[config.mk]
export PLATFORM = sky130hd
export DESIGN_NAME = ciwc_cell
export DESIGN_NICKNAME = d
export VERILOG_FILES = /design/src/sv/ciwc_pkg.sv /design/src/sv/ciwc_cell.sv
export SDC_FILE = /design/constraint.sdc
export NUM_CORES = 1
export LEC_CHECK = 0
export BUFFER_PORTS_ARGS = -buffer_cell sky130_fd_sc_hd__buf_2
export CAP_MARGIN = 20
export CORE_UTILIZATION = 28
export DETAILED_ROUTE_END_ITERATION = 10
export SLEW_MARGIN = 20
export SYNTH_ARGS = -nofsm -noshare
export SYNTH_HDL_FRONTEND = slang
export SYNTH_SLANG_ARGS = --single-unit
[constraint.sdc]
create_clock -name clk -period 1.2 [get_ports clk]
set_clock_uncertainty 0.05 [all_clocks]
set_input_delay 0.06 -clock clk [delete_from_list [all_inputs] [get_ports clk]]
set_output_delay 0.06 -clock clk [all_outputs]
set_load 0.03 [all_outputs]
[src/sv/ciwc_pkg.sv]
// Shared constants, types and helper functions of the word counter.
`default_nettype none
package ciwc_pkg;

  localparam int MAX_WORDS_DEF = 128;
  localparam int MAX_LEN_DEF   = 32;

  localparam logic [7:0] CH_SPACE  = 8'd32;
  localparam logic [7:0] CH_COMMA  = 8'd44;
  localparam logic [7:0] CH_PERIOD = 8'd46;
  localparam logic [7:0] CH_LOW_A  = 8'd97;
  localparam logic [7:0] CH_LOW_Z  = 8'd122;
  localparam logic [7:0] CASE_OFS  = 8'd32;

  localparam logic [9:0] HITS_MAX = 10'd1023;

  localparam logic [1:0] ST_EXISTING = 2'd0;
  localparam logic [1:0] ST_NEW      = 2'd1;
  localparam logic [1:0] ST_FULL     = 2'd2;
  localparam logic [1:0] ST_TOO_LONG = 2'd3;

  typedef struct packed {
    logic load;
    logic rotate;
  } cell_ctrl_t;

  function automatic logic is_sep(input logic [7:0] c);
    return (c == CH_SPACE) || (c == CH_COMMA) || (c == CH_PERIOD);
  endfunction

  function automatic logic [7:0] fold(input logic [7:0] c);
    logic [7:0] r;
    r = c;
    if (c >= CH_LOW_A && c <= CH_LOW_Z) begin
      r = c - CASE_OFS;
    end
    return r;
  endfunction

endpackage
`default_nettype wire

[src/sv/ciwc_cell.sv]
// One byte cell of the rotating chain that holds the open word.
`default_nettype none
module ciwc_cell
  import ciwc_pkg::*;
(
  input  wire logic       clk,
  input  wire cell_ctrl_t ctrl,
  input  wire logic [7:0] load_data,
  input  wire logic [7:0] from_next,
  output logic      [7:0] value
);

  always_ff @(posedge clk) begin
    if (ctrl.load) begin
      value <= load_data;
    end else if (ctrl.rotate) begin
      value <= from_next;
    end
  end

endmodule
`default_nettype wire
Yosys cells after proc, flatten, opt, wreduce, memory -nomap -nowiden --
Cells that the tools add are included.
Storage, ports and cells: bits in registers 8, input bits 19, output and inout port bits 8, word-level logic and storage cells 4
Operators by class: muxes and demuxes 2, reductions and logical operators 1
Operators by type and width (number):
- two-way mux 8 bit | 2
- nonzero test 2 bit | 1

Depth between registers and ports, before layout --
Gate-level depths: netlist of the first run.
word-level depth 2, mapped depth 2, mapped depth without buffers 1

Worst setup path after synthesis of the first run --
OpenSTA, ideal clock, no wires.
path kind in2reg, start in ctrl[1] (netlist bit), end reg value[0], enable pin, setup time 0.283 ns, arrival 0.511 ns, data required time 0.867 ns, slack 0.356 ns, stages 2, buffers on the path 1, cell sequence buf_6 or2_1
On the way: word-level cells in the longest chain between the ends 1
Ends and longest elaborated chain:
- start, declared | line ciwc_cell.sv:7 | input wire cell_ctrl_t ctrl,
- nonzero test 2 bit (no line)
- end signal, assigned | line ciwc_cell.sv:15 | value <= load_data;
- end signal, assigned | line ciwc_cell.sv:17 | value <= from_next;
- end, declared | line ciwc_cell.sv:10 | output logic [7:0] value
Every way passes these cells. A chain may end at the register's enable or synchronous reset.

Worst setup path after layout of the first run --
start reg value[2], end out value[2]
No word-level cell between the ends.

==> flow_metrics.tcl, run 1 <==
set metrics [dict create \
    drtIter0Drc 1 \
    yosysTopAreaCellShare 0.6358 \
    power.total_uw 731.6 \
    grtUsageMet3 0.03468 \
    place_ws_ps 270.0 \
    final_area_um2 551.8 \
    area_growth_pct 46.03 \
    netlist_top_cells_area "edfxtp_1 (64%), mux2_4 (32%), buf_6 (3.0%)" \
    first_pass_iters 2 \
    slew_headroom 0.7834 \
    worst_pin_slew_ps 324.9 \
    worst_setup_path_end_kind "output pin" \
    hold_buffers 0 \
    worstPathCellList "buf_2" \
    path_delay_family "flip-flops" \
    min_to "value[2]" \
    setup_tns_ps 0 \
    yosysWarnings 0 \
    cts.path.max_buffers 2 \
    largest_reg_flops 8 \
    clockRootBuffer "clkbuf_4" \
    ioPinCount 27 \
    postRouteWirelength_um 688 \
    fin_crit_sh 0.7619 \
    grt_pass1_vias 286 \
    yosysUniqueCellTypes 4 \
    peakVddDrop_v 0.0005186 \
    met2_usage 0.2292 \
    power.density_nw_per_um2 1326 \
    crit_path_start_kind "flop" \
    cts_tree "built" \
    path_class "reg -> out" \
    overflow 0 \
    hold_viol 0 \
    layoutNonFillerInstCount 62 \
    wl_per_cell_um 11.10 \
    dieArea_um2 1500 \
    grt_max_degree 9 \
    ys_ff_latch 8 \
    arrival_ps 800 \
    grt_pass1_wl_um 1007 \
    min_path_cells 2 \
    layout-drive-gt1-share 0.8125 \
    grt_busiest_layer "met2" \
    setup_viol 0 \
    p_leak_nw 0.2747 \
    utilization 0.4652 \
    nFillCells 125 \
    slowest_delay_ps 360 \
    place_area_um2 529.3 \
    core_area_um2 1186 \
    critPathBufInv 1 \
    setup_slack_ps 285.8 \
    antenna_cells 0 \
    initial_utilization 0.3186 \
    gp_congestion 0.5681 \
    cp.required_ps 1090 \
    layout.nets 69 \
    status "completed" \
    grt_antenna_before_repair 0 \
    holdWs_ps 53.96 \
    vias_per_cell 4.242 \
    placedCellCount 59 \
    layout_min_cycle_time_ps 914.2 \
    fmax_ghz 1.094 \
    yosys.area.top_type "edfxtp_1" \
    num_vias 263 \
    cts_sinks 8 \
    syn_nets 37 \
    ant_nets 0 \
    cts_max_level 1 \
    syn_area_um2 377.9 \
    cts_inserted_buffers 3 \
    path_clk_slew_ps 60 \
    cp_max_fo 1 \
    cts_resized 0 \
    grt_setup_unrepaired "no" \
    syn_inst 18 \
    postCtsSetupBuffers 0 \
    synth_edf_count 8 \
    yosysSeqAreaShare 0.6358 \
    holdCritStartpoint "load_data[2]" \
    numPortBuffers 26 \
    synthFlopType "edfxtp_1" \
    grt_usage 0.1150 \
    async_flop_share 0 \
    post-route-drc-count 0 \
    die_width_um 38.74 \
    max_cap_violations 0 \
    largest-register "value" \
    finalMaxSlewViolations 0 \
    synthTopCellsByCount "edfxtp_1 (8), mux2_4 (8), buf_6 (1), or2_1 (1)" \
    synth_area_per_cell_um2 20.99 \
    reg_top3 "value x8" \
    cp_slowest_cell "edfxtp_1" \
    num_rows 12 \
    min_path_type "in -> reg" \
    die_y_um 38.74 \
    met1_usage 0.06859 \
]
cells in the final DEF, fill, tap and decap left out:
master    instances
buf_2            26
buf_4             2
clkbuf_4          3
edfxtp_1          8
mux2_4            8
or2_1             1
report_power, final:
part,total (mW),internal [mW],switching (mW),leakage [nW]
logic,0.173,0.0764,0.0962,0.179
registers,0.350,0.343,0.00656,0.0815
clock network,0.209,0.115,0.0944,0.0138
how the worst max path moves through the flow:
| stage | startpoint | slack (ps) | depth (start not counted) | to |
|---|---|---|---|---|
| 2_1_floorplan | ctrl[1] | 360 | 2 | value[0] |
| 3_3_place_gp | ctrl[1] | 280 | 3 | value[4] |
| 3_5_place_dp | ctrl[1] | 270 | 3 | value[1] |
| 4_1_cts | value[1] | 270 | 1 | value[1] |
| 5_1_grt | value[3] | 250 | 1 | value[3] |
| 6_report | value[2] | 290 | 1 | value[2] |
cell families (layout without fill, tap and decap cells):
| logic type | Yosys count | in the layout | share of synthesized area |
|---|---|---|---|
| mux | 8 | 8 | 0.3179 |
| flops | 8 | 8 | 0.6358 |
| simple gates | 1 | 1 | 0.01657 |
| buf+inv | 1 | 31 | 0.02980 |
area by class of cell:
class / count / area (µm²) / share of cell area
repair buffers: 28 / 145.1 / 0.2630
clock buffers: 3 / 22.52 / 0.04082
well taps: 14 / 17.52 / 0.03175
flip-flops and latches: 8 / 240.2 / 0.4354
multi-input cells: 9 / 126.4 / 0.2290
metal layers:
layer | part of all wire | vias to the layer above | wire (µm)
met5 | 0 | - | 0
met4 | 0 | 0 | 0
met3 | 0.080 | 0 | 55
met2 | 0.61 | 15 | 421
met1 | 0.31 | 119 | 211
li1 | - | 129 | -
Note: power is estimated with default switching activity, not from simulation.
==> inputs of run 2 (changes only) <==
==> constraint.sdc (replaced) <==
create_clock -name clk -period 0.8 [get_ports clk]
set_clock_uncertainty 0.05 [all_clocks]
set_input_delay 0.04 -clock clk [delete_from_list [all_inputs] [get_ports clk]]
set_output_delay 0.04 -clock clk [all_outputs]
set_load 0.03 [all_outputs]
==> run 2 against run 1 <==
The flow now finishes with violations (setup timing). Worst setup slack worse by 360 ps. Hold slack worse by 13 ps. Die area stayed put. Final cell count decreased by 3.2%. Combinational power increased by 78%. Clock-buffer cell count unchanged. Global-route usage is 0.16 points higher. Non-clock buffer count is 2 lower. Utilization grew 3.2 points. Critical path type unchanged. Critical endpoint is now value[3]. Largest power group unchanged. Highest routed layer unchanged.
==> flow_metrics.tcl, run 2 (same netlist as run 1, synthesis figures left out) <==
set metrics [dict create \
    gp_congestion 0.5847 \
    worst_pin_slew_ps 268.1 \
    path_delay_family "flip-flops" \
    grtUsageMet3 0.03468 \
    grt_setup_unrepaired "yes" \
    clockRootBuffer "clkbuf_4" \
    largest_reg_flops 8 \
    status "finished with violations" \
    cp_slowest_cell "edfxtp_1" \
    mostFrequentLayoutCell "buf_2" \
    drtIter0Drc 2 \
    ant_nets 0 \
    p_leak_nw 0.2836 \
    crit_start "value[3]" \
    grt_pass1_wl_um 1090 \
    reg_top3 "value x8" \
    final_area_um2 589.3 \
    dieArea_um2 1500 \
    cts_tree "built" \
    power.density_nw_per_um2 1942 \
    numPortBuffers 26 \
    met2_usage 0.2083 \
    arrival_ps 790 \
    grt_max_degree 10 \
    area_growth_pct 55.96 \
    postRouteWirelength_um 690 \
    initial_utilization 0.3186 \
    ioPinCount 27 \
    path_clk_slew_ps 50 \
    power.total_mw 1.144 \
    grt_pass1_vias 266 \
    min_to "value[2]" \
    met1_usage 0.1131 \
    critPathBufInv 1 \
    grt_usage 0.1166 \
    first_pass_iters 3 \
    final_cell_mix "buf_2 (18), mux2_4 (8), buf_6 (8), edfxtp_1 (8), clkbuf_4 (3)" \
    layout-drive-gt1-share 0.8261 \
    vias_per_cell 4.383 \
    finalMaxSlewViolations 0 \
    nFillCells 116 \
    cts_inserted_buffers 3 \
    cp.required_ps 710 \
    post-route-drc-count 0 \
    num_rows 12 \
    cts.path.max_buffers 2 \
    postCtsSetupBuffers 0 \
    violations "setup timing" \
    overflow 0 \
    min_path_cells 2 \
    fin_crit_sh 1.094 \
    setup_viol 8 \
    core_area_um2 1186 \
    grt_antenna_before_repair 0 \
    cp_max_fo 1 \
    setup_slack_ps -75.15 \
    peakVddDrop_v 0.0007196 \
    cts_sinks 8 \
    slew_headroom 0.8212 \
    layout_min_cycle_time_ps 875.2 \
    wl_per_cell_um 11.50 \
    fmax_ghz 1.143 \
    layout.nets 67 \
    largest-register "value" \
    antenna_cells 0 \
    placedCellCount 57 \
    grt_busiest_layer "met2" \
    die_width_um 38.74 \
    crit_path_start_kind "flop" \
    place_area_um2 516.7 \
    die_y_um 38.74 \
    min_path_type "in -> reg" \
    num_vias 263 \
    hold_buffers 0 \
    cts_max_level 1 \
    worst_setup_path_end_kind "output pin" \
    layoutNonFillerInstCount 60 \
    slowest_delay_ps 390 \
    worstPathCellList "buf_6" \
    max_cap_violations 0 \
    holdCritStartpoint "load_data[2]" \
    path_class "reg -> out" \
    hold_viol 0 \
]
## run 2: how the worst max path moves through the flow
stage	end	slack [ps]	cells past startpoint
2_1_floorplan	value[0]	30	2
3_5_place_dp	value[3]	-150	2
6_report	value[3]	-80	1
4_1_cts	value[7]	-90	1
5_1_grt	value[3]	-120	1
3_3_place_gp	value[2]	-120	2
## run 2: layout make-up
class	instances	area, µm²	share of cell area
Sequential cell	8	240.2	0.4076
Multi-Input combinational cell	9	128.9	0.2187
Clock buffer	3	22.52	0.03822
Timing Repair Buffer	26	180.2	0.3057
Tap cell	14	17.52	0.02972
## run 2: layer usage
layer / up-vias / share of wire
li1: 127 / -
met1: 120 / 0.31
met2: 16 / 0.61
met3: 0 / 0.083
met4: 0 / 0
met5: - / 0
## run 2: report_power, final
part	internal [mW]	switching [mW]	leakage (nW)
clock	0.171	0.129	0.0138
sequential	0.516	0.0197	0.0815
combinational	0.163	0.145	0.188
total	0.850	0.294	0.284
## run 2: repair_timing
item,CTS,global route
gates resized for setup,16,0
setup endpoints to repair,8,8
endpoints found under the hold margin,0,0
## run 2: stage by stage
| stage | TNS (ps) | hold slack [ps] | setup slack (ps) | utilization |
|---|---|---|---|---|
| floorplan | 0 | 207.5 | 28.87 | - |
| global placement | -1554 | 289.3 | -118.7 | 0.4357 |
| detailed placement | -1976 | 293.6 | -149.8 | 0.4357 |
| CTS | -590.1 | 33.91 | -88.92 | 0.4968 |
| global route | -775.4 | 31.83 | -120.0 | 0.4968 |
| finish | -493.2 | 40.74 | -75.15 | 0.4968 |
==> inputs of run 3 (changes only) <==
--- a/config.mk
+++ b/config.mk
@@ -7,8 +7,9 @@
 export LEC_CHECK = 0
 export BUFFER_PORTS_ARGS = -buffer_cell sky130_fd_sc_hd__buf_2
 export CAP_MARGIN = 20
-export CORE_UTILIZATION = 28
+export CORE_AREA = 2 2 39 41
 export DETAILED_ROUTE_END_ITERATION = 10
+export DIE_AREA = 0 0 41 43
 export SLEW_MARGIN = 20
 export SYNTH_ARGS = -nofsm -noshare
 export SYNTH_HDL_FRONTEND = slang
==> run 3 against run 2 <==
The flow still finishes with violations (setup timing). Hold slack lost 3.6 ps. Cell area increased by 0.42%. Die area rose by 18%. Maximum frequency is 0.41% higher. Wire length shrank 4.5%. Via count grew 1.1%. Critical path depth unchanged. Clock-buffer cell count is the same. Clock power fell by 2%. Total power shrank 0.54%. Critical endpoint is now value[0].
==> flow_metrics.tcl, run 3 (same netlist as run 1, synthesis figures left out) <==
set metrics [dict create \
    postRouteWirelength_um 659 \
    p_leak_nw 0.2836 \
    grt_max_degree 10 \
    switching_power_uw 287.7 \
    crit_end "value[0]" \
    die_width_um 41 \
    switching_share 0.2528 \
    drtIter0Drc 2 \
    post-route-drc-count 0 \
    critical_path_depth 1 \
    setup_viol 8 \
    cp_max_fo 1 \
    grt_setup_unrepaired "yes" \
    pwr-share-comb 0.271 \
    overflow 0 \
    cp_slowest_cell "edfxtp_1" \
    initial_utilization 0.2731 \
    p_int_uw 850.3 \
    core_area_um2 1384 \
    pwr-share-clk 0.258 \
    path_class "reg -> out" \
    die_y_um 43 \
    dieArea_um2 1763 \
    power.total_mw 1.138 \
    cts_tree "built" \
    gp_congestion 0.6930 \
    cts_max_level 1 \
    nFillCells 135 \
    reg_top3 "value x8" \
    seqPwrFrac 0.471 \
    finalMaxSlewViolations 0 \
    hold_buffers 0 \
    num_vias 266 \
    wl_per_cell_um 10.63 \
    final_cell_mix "buf_2 (18), mux2_4 (8), buf_6 (8), edfxtp_1 (8), clkbuf_4 (3)" \
    cp.required_ps 710 \
    status "finished with violations" \
    max_cap_violations 0 \
    largest-register "value" \
    arrival_ps 780 \
    hold_viol 0 \
    setup_slack_ps -71.59 \
    cts.path.max_buffers 2 \
    worstPathCellList "buf_6" \
    path_clk_slew_ps 50 \
    layout.nets 67 \
    power.density_nw_per_um2 1923 \
    ant_nets 0 \
    ioPinCount 27 \
    setup_tns_ps -486.8 \
    worst_pin_slew_ps 254.0 \
    grt_usage 0.09969 \
    numPortBuffers 26 \
    layout-drive-gt1-share 0.8261 \
    clockRootBuffer "clkbuf_4" \
    cts_inserted_buffers 3 \
    slew_headroom 0.8307 \
    holdWs_ps 37.19 \
    area_growth_pct 56.62 \
    path_delay_family "flip-flops" \
    fmax_ghz 1.147 \
    cts_sinks 8 \
    violations "setup timing" \
    first_pass_iters 4 \
    cts_resized 16 \
    grt_antenna_before_repair 0 \
    grt_pass1_wl_um 1076 \
    min_path_type "in -> reg" \
    crit_path_start_kind "flop" \
    antenna_cells 0 \
    slowest_delay_ps 380 \
    worst_setup_path_end_kind "output pin" \
    layout_min_cycle_time_ps 871.6 \
    fin_crit_sh 1.089 \
    peakVddDrop_v 0.0005231 \
    crit_start "value[0]" \
    largest_reg_flops 8 \
    postCtsSetupBuffers 0 \
    mostFrequentLayoutCell "buf_2" \
    critPathBufInv 1 \
    grt_pass1_vias 279 \
    vias_per_cell 4.290 \
    num_rows 14 \
]
==> run 3: layer usage <==
metal	track usage	part of all wire	vias up
met5	0	0	-
met4	0.1200	0.018	0
met3	0.01571	0.074	2
met2	0.1563	0.56	16
met1	0.09060	0.35	123
li1	-	-	125
==> run 3: stage by stage <==
step	area (µm²)	std cells	util	setup WS, ps
after global placement	519.2	59	0.3752	-120.2
after CTS	591.8	62	0.4277	-89.12
after floorplan	380.4	18	-	28.87
after detailed placement	519.2	59	0.3752	-129.2
after global routing	591.8	62	0.4277	-120.9
final	591.8	62	0.4277	-71.59
==> run 3: how the worst min path moves through the flow <==
stage | start | end | cells past startpoint
after floorplan | load_data[0] | value[0] | 1
after global placement | from_next[3] | value[3] | 2
after detailed placement | from_next[6] | value[6] | 2
after CTS | from_next[6] | value[6] | 2
after global routing | from_next[3] | value[3] | 2
final | from_next[3] | value[3] | 2
==> run 3: layout make-up <==
| type | count | area (µm²) | share of cell area |
|---|---|---|---|
| tap | 16 | 20.02 | 0.03383 |
| multi-input combinational | 9 | 128.9 | 0.2178 |
| clock buffer | 3 | 22.52 | 0.03805 |
| timing repair buffer | 26 | 180.2 | 0.3044 |
| sequential | 8 | 240.2 | 0.4059 |
==> run 3: power groups by stage <==
stage	registers (mW)	logic (mW)	clock network, mW
after floorplan	0.632	0.0748	0
after global placement	0.533	0.255	0
after detailed placement	0.533	0.260	0
after CTS	0.537	0.311	0.308
after global routing	0.539	0.327	0.338
final	0.536	0.308	0.294
