--- config.mk ---
export PLATFORM = sky130hd
export DESIGN_NAME = ciwc_ram
export DESIGN_NICKNAME = d
export VERILOG_FILES = /design/src/sv/ciwc_ram.sv
export SDC_FILE = /design/constraint.sdc
export NUM_CORES = 1
export LEC_CHECK = 0
export BUFFER_PORTS_ARGS = -buffer_cell sky130_fd_sc_hd__buf_2
export CORE_UTILIZATION = 44
export DETAILED_ROUTE_END_ITERATION = 10
export GPL_TIMING_DRIVEN = 0
export PLACE_DENSITY = 0.62
export SLEW_MARGIN = 20
export SYNTH_ARGS = -nofsm -noshare
export SYNTH_HDL_FRONTEND = slang
export SYNTH_SLANG_ARGS = --single-unit
--- constraint.sdc ---
create_clock -name clk -period 2.6 [get_ports clk]
set_clock_uncertainty 0.2 [all_clocks]
set_input_delay 0.13 -clock clk [delete_from_list [all_inputs] [get_ports clk]]
set_output_delay 0.13 -clock clk [all_outputs]
set_load 0.05 [all_outputs]
--- src/sv/ciwc_ram.sv ---
// Generic single-write, single-read RAM with registered read data.
`default_nettype none
module ciwc_ram #(
  parameter int WIDTH = 8,
  parameter int DEPTH = 64
) (
  input  wire logic                     clk,
  input  wire logic                     we,
  input  wire logic [$clog2(DEPTH)-1:0] waddr,
  input  wire logic [WIDTH-1:0]         wdata,
  input  wire logic                     re,
  input  wire logic [$clog2(DEPTH)-1:0] raddr,
  output logic      [WIDTH-1:0]         rdata
);

  logic [WIDTH-1:0] mem [DEPTH];

  always_ff @(posedge clk) begin
    if (we) begin
      mem[waddr] <= wdata;
    end
    if (re) begin
      rdata <= mem[raddr];
    end
  end

endmodule
`default_nettype wire

# ---- Word-level counts from Yosys, hierarchy flattened
# Memories as Yosys holds them, arrays and structs flattened. A register that Yosys moved wholly into a read port is not among the register bits.
# Cells that the tools add are included.
dict set report op_classes {
  mux 2
}
# op n
set ops {}
lappend ops {{1-bit two-way mux} 2}
dict set report totals {
  register_bits 0
  mem_bits_rw 512
  in_bits 23
  out_inout_bits 8
  wordCells 3
  memories 1
}
# memory words width read_ports rd_clocked_by_memory_dff wr line
set mem_list {}
lappend mem_list {mem 64 8 1 1 1 16} ;# logic [WIDTH-1:0] mem [DEPTH];

# ---- Logic depth before layout (Yosys ltp)
# Gate-level depths: netlist (run 1).
dict set report logic_depth {
  depth_word 2
  ltp_mapped 9
  depth_no_buf 5
}

# ---- Worst setup path after synthesis (run 1)
# Ideal clock, no wire load.
dict set report synth_timing {
  path_kind {input port to flip-flop}
  startpoint {input raddr[1]}
  endpoint {register rdata[3] (read register of mem), data pin}
  setup_time_ns 0.266
  t_arrival_ns 1.670
  required_ns 2.134
  path_slack_ns 0.464
  path_stages 7
  path_buffers 3
  cell_sequence {buf_4 buf_2 buf_2 mux4_2 mux4_2 o21ai_1 o41ai_1}
}
# element line
set synth_rtl {}
lappend synth_rtl {{start, declared} 12} ;# input wire logic [$clog2(DEPTH)-1:0] raddr,
lappend synth_rtl {{end, declared} 13} ;# output logic [WIDTH-1:0] rdata

==> flow_summary.ini, run 1 <==
[global_routing]
grt_pass1_vias = 9917
grtUsageTotal = 0.2107
grt_pass1_wl_um = 69980
antenna_found_initial = 6
gr-total-overflow = 0
grt_max_degree = 65

[synth]
yosysTopAreaCell = edfxtp_1
synth-main-ff-cell = edfxtp_1
synthMostInstantiatedCell = edfxtp_1
ys_types = 39
synth_seq_cells = 520
ys_warn_count = 0
yosysSeqAreaShare = 0.7712
synth.avg_cell_area_um2 = 21.54
async_reset_ff_frac = 0
synth.area.top_cells = edfxtp_1, mux4_2, nor2_1
netlist_area_mm2 = 0.02025
yosys-top-cells-count = edfxtp_1, mux4_2, nor2_1, mux2i_1, nand2_1
syn_inst = 940
synth_top_area_share = 0.7712
synth-edff-count = 520
synthesis.nets = 963

[layout]
fill_cells = 3617
multi_input_area_mm2 = 0.004330
layout-drive-gt1-share = 0.2589
syn_to_final_growth_pct = 13.91
regArea_mm2 = 0.01562
final_util = 0.5082
nets = 1052

[hold_path]
worstHoldStart = waddr[2]
hp-class = in2reg
min_path_cells = 3
whs_endpoint = mem[54][1]

[detailed_routing]
avgViaCountPerCell = 5.914
ant_nets = 0
num_vias = 9889
drc = 0
dr.pass1.iters = 6
routed_wl_um = 48210
wire_per_inst_um = 28.83
drt_iter0_markers = 1207

[sta]
rsz0062_at_grt = no
setup_tns_ns = 0
drv_slew = 0
max_freq_ghz = 0.3981
relSlewSlack = 0.2923
period_needed_ns = 2.512
min_period_over_period = 0.9662
hold_ws_ns = 0.06990
finalSetupViolCount = 0
hold_viol_final = 0
worstMarginPinSlew_ns = 1.062

[floorplan]
dieWidth_um = 216.5
fp.dieH_um = 216.5
num_io_pins = 31
floorplan.die_area_mm2 = 0.04688
fp.coreArea_mm2 = 0.04538
rows = 78
start_util = 0.4462

[setup_path]
end_kind = flip-flop
cp_top_family = buffers and inverters
start_kind = input pin
path_class = in2reg
path_cells = buf_4 -> buf_2 -> buf_4 -> buf_2 -> nand3_2 -> o221ai_1 -> a21oi_1 -> o21ai_1 -> o41ai_1
timing.rr.end = rdata[4]
crit_fanout = 10
rr_startpoint = mem[21][4]
cpPeakStageDelay_ns = 0.44
crit_arrival_ns = 2.62
cpMaxStageDelayCell = buf_2
r2r_slack_ns = 0.11
crit_buf_inv = 4
cp.required_ns = 2.71
reg2regPathDepth = 5

[pwr]
total_power_mw = 18.16
cellLeakagePower_nw = 7.169
power-per-cell-area_mw_per_mm2 = 787.2
ir_drop_mv = 0.3978

[clocking]
cts_tree = built
insertion_delay_ns = 0.60
cts-root-buf = clkbuf_16
cts.sinks = 520
clock_path_buffers = 3
htree_levels = 2
clkTransAtPathRegs_ns = 0.06
numCtsBuffers = 52

[placed_design]
post-dp-hpwl_um = 30330
place.port_buffers = 22
gp_congestion = 0.9701

[job]
maxCapViolCount = 0

[status]
status = finished clean
==> what timing repair did <==
action,in CTS,in global routing
hold endpoints to repair,26,503
hold buffers,5,8
resized for setup,1,5
gates cloned,0,0
setup endpoints to repair,1,5
pin swaps,0,0
setup buffers,0,0
==> worst register-to-register path: stages (launching register included) <==
cell and delay [ns]:
edfxtp_1 0.35, mux4_2 0.48, mux2_2 0.31, o221a_2 0.30, nor3_1 0.33, o32ai_1 0.23
==> per-layer routing <==
metal | global-route usage | part of all wire
met5 | 0 | 0.00071
met4 | 0.05962 | 0.021
met3 | 0.03705 | 0.078
met2 | 0.3230 | 0.47
met1 | 0.3116 | 0.43
==> final cells by class <==
cell class                 instances  area share
multi-input combinational        369      0.1878
tap                              600     0.03255
sequential                       520      0.6770
buffer                            51     0.01394
antenna                            2   0.0002170
timing repair buffer              35     0.01128
clock inverter                    37     0.01888
clock buffer                      58     0.05832
==> cells by family after synthesis <==
logic type,synth area share
flops,0.7712
mux,0.1588
simple gates,0.03374
compound gates,0.02064
buf+inv,0.01563
==> registers in the layout, indices dropped and copies added, names as in the netlist <==
signal and cells:
mem 512, rdata 8
==> metrics by stage <==
| stage | std cells | worst slack [ns] | cell area (um2) |
|---|---|---|---|
| detailed placement | 1562 | -0.6502 | 21120 |
| finish | 1672 | 0.08777 | 23060 |
| CTS | 1662 | 0.01200 | 22950 |
| global placement | 1562 | -0.6446 | 21110 |
| floorplan | 940 | 0.4637 | 20250 |
| global route | 1670 | 0.009167 | 23060 |
==> where the power goes <==
| group | total (mW) | internal [mW] | switching (mW) |
|---|---|---|---|
| sequential | 9.31 | 9.30 | 0.0141 |
| combinational | 0.973 | 0.340 | 0.633 |
| clock | 7.87 | 4.71 | 3.16 |
==> worst max path at each step <==
| stage | start | endpoint | slack (ns) | depth (start not counted) |
|---|---|---|---|---|
| floorplan | raddr[1] | rdata[3] | 0.46 | 7 |
| global placement | raddr[1] | rdata[5] | -0.64 | 9 |
| detailed placement | raddr[1] | rdata[5] | -0.65 | 9 |
| CTS | raddr[1] | rdata[6] | 0.01 | 8 |
| global route | raddr[1] | rdata[5] | 0.009 | 9 |
| finish | raddr[1] | rdata[3] | 0.09 | 9 |
==> placed cells by master, fill, tap and decap left out, types with 4 or more instances in the layout <==
master | netlist | final
clkinv_2 | 0 | 12
a221oi_1 | 6 | 6
mux2_2 | 13 | 13
bufinv_16 | 0 | 10
buf_6 | 4 | 4
a211oi_1 | 4 | 4
mux4_2 | 126 | 126
mux2i_1 | 23 | 23
buf_2 | 11 | 24
nor2b_1 | 14 | 14
edfxtp_1 | 520 | 520
buf_4 | 13 | 21
dlygate4sd3_1 | 0 | 13
o22ai_1 | 8 | 8
nor3_1 | 7 | 5
clkbuf_1 | 17 | 21
o221ai_1 | 8 | 8
nor2_1 | 83 | 83
clkbuf_16 | 0 | 53
nand2b_1 | 7 | 7
nand3_1 | 13 | 12
clkinv_1 | 0 | 11
nand2_1 | 19 | 19
Power figures use the tool's default switching activity.
==> inputs of run 2 (changes only) <==
--- a/config.mk
+++ b/config.mk
@@ -5,6 +5,7 @@
 export SDC_FILE = /design/constraint.sdc
 export NUM_CORES = 1
 export LEC_CHECK = 0
+export ABC_AREA = 1
 export BUFFER_PORTS_ARGS = -buffer_cell sky130_fd_sc_hd__buf_2
 export CORE_UTILIZATION = 44
 export DETAILED_ROUTE_END_ITERATION = 10
==> flow_summary.ini, run 2 <==
[status]
status = finished clean

[floorplan]
rows = 80
num_io_pins = 31
fp.dieH_um = 222.6
floorplan.die_area_mm2 = 0.04957
start_util = 0.4477
fp.coreArea_mm2 = 0.04785
dieWidth_um = 222.6

[sta]
hold_viol_final = 0
period_needed_ns = 2.353
rsz0062_at_grt = no
drv_slew = 0
worstMarginPinSlew_ns = 1.094
min_period_over_period = 0.9050
setup_ws_ns = 0.2471
relSlewSlack = 0.2681
max_freq_ghz = 0.4250
finalSetupViolCount = 0
setup_tns_ns = 0

[synth]
netlist_area_mm2 = 0.02142
synthesis.nets = 1828
syn_inst = 1805
ys_types = 15
yosysTopAreaCell = edfxtp_1
synth.avg_cell_area_um2 = 11.87
synth.area.top_cells = edfxtp_1, nand2_1, nand3_1
ys_warn_count = 0
yosysSeqAreaShare = 0.7290
synth-edff-count = 520
synthMostInstantiatedCell = nand2_1
synth-main-ff-cell = edfxtp_1
synth_seq_cells = 520
async_reset_ff_frac = 0
synth_top_area_share = 0.7290
yosys-top-cells-count = nand2_1, edfxtp_1, nand3_1, nor2_1, buf_2

[setup_path]
path_cells = clkbuf_1 -> inv_1 -> nand4_1 -> nor2_1
start_kind = input pin
cp.required_ns = 2.61
timing.rr.end = rdata[2]
crit_arrival_ns = 2.37
crit_fanout = 9
r2r_slack_ns = 0.84
path_class = in2reg
rr_startpoint = mem[55][2]
cpPeakStageDelay_ns = 1.07
reg2regPathDepth = 8
cpMaxStageDelayCell = nor2_1
end_kind = flip-flop

[pwr]
intPower_mw = 13.95
comb_power_share = 0.072
p_clk_frac = 0.412
power-per-cell-area_mw_per_mm2 = 747.2
cellLeakagePower_nw = 8.725
switching_share = 0.2281
power.share.sequential = 0.515
switchingPower_mw = 4.123
ir_drop_mv = 0.5122

[detailed_routing]
drc = 0
wire_per_inst_um = 24.70
avgViaCountPerCell = 5.655
routed_wl_um = 62960
num_vias = 14410
dr.pass1.iters = 5
ant_nets = 0
drt_iter0_markers = 1591

[placed_design]
place.port_buffers = 22
gp_congestion = 0.9775
post-place-ws_ns = -0.2578
post-dp-hpwl_um = 42080

[global_routing]
grt_pass1_vias = 13690
use_met1 = 0.3435
top_usage_layer = met2
grt_max_degree = 65
use_met2 = 0.4109
gr-total-overflow = 0
use_met3 = 0.04271
grt_pass1_wl_um = 91450
grtUsageTotal = 0.2559
antenna_found_initial = 2

[clocking]
clock_path_buffers = 3
cts_tree = built
cts-root-buf = clkbuf_16
cts.sinks = 520
insertion_delay_ns = 0.61
clkTransAtPathRegs_ns = 0.06
postCtsResizedCells = 0
htree_levels = 2
numCtsBuffers = 53

[layout]
largestRegisters = mem x512, rdata x8
layout-drive-gt1-share = 0.1024
final_util = 0.5055
insertedDiodeCount = 0
layout_commonest_cell = nand2_1
final_cell_mix = nand2_1, edfxtp_1, nand3_1
largest_register_ffs = 512
syn_to_final_growth_pct = 12.92
nets = 1924
largest_register = mem

[job]
maxCapViolCount = 0

[hold_path]
min_path_cells = 2
whs_endpoint = mem[51][0]
worstHoldStart = waddr[2]
hp-class = in2reg
==> run 2: cell families (layout without fill, tap and decap cells) <==
kind of cell / count (synthesis) / in the layout / share of synthesized area
and+or+nand+nor: 1160 / 1160 / 0.2309
DFF: 520 / 520 / 0.7290
buffers and inverters: 125 / 254 / 0.04007
==> run 2: worst max-delay path: cells and delay by family <==
kind / cells / cell delay, ns
AND/OR/NAND/NOR: 2 / 1.69
buffers and inverters: 2 / 0.54
==> run 2: what timing repair did <==
action                                 4_1_cts  5_1_grt
endpoints found under the hold margin      521        0
hold buffers                                11        0
buffers inserted                             0        0
==> run 2: cell type report <==
type / count / area (um2)
timing repair buffer: 41 / 292.8
buffer: 113 / 808.3
multi-input combinational: 1160 / 4996
sequential: 520 / 15620
fill: 4142 / 23660
inverter: 12 / 50.05
clock buffer: 67 / 1421
tap: 615 / 769.5
clock inverter: 21 / 232.7
==> run 2: stage by stage <==
| stage | power (mW) | std cells | area, um2 | hold slack (ns) |
|---|---|---|---|---|
| finish | 18.07 | 2549 | 24190 | 0.02916 |
| global route | 18.50 | 2549 | 24190 | 0.08630 |
| CTS | 18.12 | 2549 | 24190 | 0.0005524 |
| detailed placement | 10.76 | 2450 | 22420 | 0.2889 |
| global placement | 10.74 | 2442 | 22300 | 0.2604 |
| floorplan | 10.18 | 1805 | 21420 | 0.02887 |
==> run 2: power groups by stage <==
stage	clock network, mW	registers, mW	logic (mW)
6_report	7.45	9.31	1.30
3_5_place_dp	0	9.49	1.27
2_1_floorplan	0	9.53	0.652
3_3_place_gp	0	9.49	1.25
4_1_cts	7.51	9.31	1.29
5_1_grt	7.79	9.32	1.39
==> run 2: worst max path at each step <==
| stage | from | to | slack, ns | depth (start not counted) |
|---|---|---|---|---|
| final | waddr[1] | mem[25][1] | 0.25 | 4 |
| after global routing | waddr[1] | mem[25][1] | 0.19 | 4 |
| after CTS | waddr[1] | mem[25][0] | 0.36 | 4 |
| after detailed placement | waddr[1] | mem[25][6] | -0.26 | 4 |
| after global placement | we | mem[52][4] | -0.46 | 3 |
| after floorplan | we | mem[48][0] | 0.50 | 3 |
==> run 2: per-layer routing <==
layer | wire, um | vias up | part of all wire
met5 | 23 | - | 0.00037
met4 | 2580 | 4 | 0.041
met3 | 4618 | 128 | 0.073
met2 | 29760 | 622 | 0.47
met1 | 25980 | 7108 | 0.41
li1 | - | 6552 | -
==> inputs of run 3 (changes only) <==
==> constraint.sdc (replaced) <==
create_clock -name clk -period 2.5 [get_ports clk]
set_clock_uncertainty 0.2 [all_clocks]
set_input_delay 0.125 -clock clk [delete_from_list [all_inputs] [get_ports clk]]
set_output_delay 0.125 -clock clk [all_outputs]
set_load 0.05 [all_outputs]
==> flow_summary.ini, run 3 (same netlist as run 2, synthesis figures left out) <==
[clocking]
clkTransAtPathRegs_ns = 0.06
cts-root-buf = clkbuf_16
clock_path_buffers = 3
insertion_delay_ns = 0.62
post-cts-setup-buffers = 0
hold_buffers = 13
htree_levels = 2
numCtsBuffers = 53
cts_tree = built
postCtsResizedCells = 0
cts.sinks = 520

[global_routing]
antenna_found_initial = 2
grtUsageTotal = 0.2560
gr-total-overflow = 0
grt_pass1_wl_um = 91510
grt_max_degree = 65
grt_pass1_vias = 13700

[detailed_routing]
dr.pass1.iters = 6
avgViaCountPerCell = 5.655
drt_iter0_markers = 1527
drc = 0
num_vias = 14430
ant_nets = 0
routed_wl_um = 63020
wire_per_inst_um = 24.70

[layout]
regArea_mm2 = 0.01562
insertedDiodeCount = 0
nets = 1926
layout-drive-gt1-share = 0.1023
largestRegisters = mem x512, rdata x8
final_cells = 2551
fill_cells = 4141
layout_commonest_cell = nand2_1
syn_to_final_growth_pct = 13.01
largest_register = mem
design_area_mm2 = 0.02421
multi_input_area_mm2 = 0.004996
largest_register_ffs = 512
final_util = 0.5059
final_cell_mix = nand2_1, edfxtp_1, nand3_1

[floorplan]
fp.coreArea_mm2 = 0.04785
floorplan.die_area_mm2 = 0.04957
rows = 80
start_util = 0.4477
fp.dieH_um = 222.6
dieWidth_um = 222.6
num_io_pins = 31

[hold_path]
min_path_cells = 2
hp-class = in2reg

[setup_path]
crit_arrival_ns = 2.37
path_class = in2reg
crit_fanout = 9
cpMaxStageDelayCell = nor2_1
cp.required_ns = 2.52
cpPeakStageDelay_ns = 1.06
crit_buf_inv = 2
path_cells = clkbuf_1 -> inv_1 -> nand4_1 -> nor2_1
reg2regPathDepth = 8
cp_top_family = simple AND/OR/NAND/NOR gates
start_kind = input pin
end_kind = flip-flop
cp.depth = 4

[pwr]
total_power_mw = 18.80
ir_drop_mv = 0.5303
cellLeakagePower_nw = 8.734
power-per-cell-area_mw_per_mm2 = 776.9

[sta]
hold_viol_final = 0
worstMarginPinSlew_ns = 1.075
rsz0062_at_grt = no
max_freq_ghz = 0.4256
min_period_over_period = 0.9399
finalSetupViolCount = 0
hold_ws_ns = 0.02464
setup_ws_ns = 0.1504
setup_tns_ns = 0
drv_slew = 0
relSlewSlack = 0.2807
period_needed_ns = 2.350

[placed_design]
place.port_buffers = 22
post-place-ws_ns = -0.3528
gp_congestion = 0.9775
post-dp-hpwl_um = 42080
dpl_cell_area_mm2 = 0.02242
placed_cells = 2450

[job]
maxCapViolCount = 0

[status]
status = finished clean
## run 3: cell types whose count changed in the layout (fill, tap and decap cells not counted), sizes merged
cell	before	now
dlygate4sd3	11	13
## run 3: area by class of cell
cell class                 count  share of cell area
sequential                   520              0.6451
clock buffer                  67             0.05872
multi-input combinational   1160              0.2064
inverter                      12            0.002068
clock inverter                21            0.009614
timing repair buffer          43             0.01292
tap                          615             0.03179
buffer                       113             0.03339
## run 3: path summary, 6_finish.rpt
path,slack (ns),start,end
worst max-delay path,0.15,waddr[1],mem[25][1]
worst min-delay path,0.02,waddr[0],mem[50][0]
worst max register to register,0.72,mem[55][2],rdata[2]
worst min register to register,0.81,mem[40][4],rdata[4]
## run 3: report_power, final
group | switching, mW | internal, mW | leakage (nW)
Combinational | 1.02 | 0.341 | 3.24
Clock | 3.26 | 4.50 | 0.809
Sequential | 0.0159 | 9.67 | 4.69
## run 3: metal layers
metal | vias up | track usage | share of wire
met5 | - | 0 | 0.00036
met4 | 4 | 0.1112 | 0.043
met3 | 136 | 0.04271 | 0.078
met2 | 635 | 0.4116 | 0.47
met1 | 7088 | 0.3438 | 0.41
li1 | 6562 | - | -
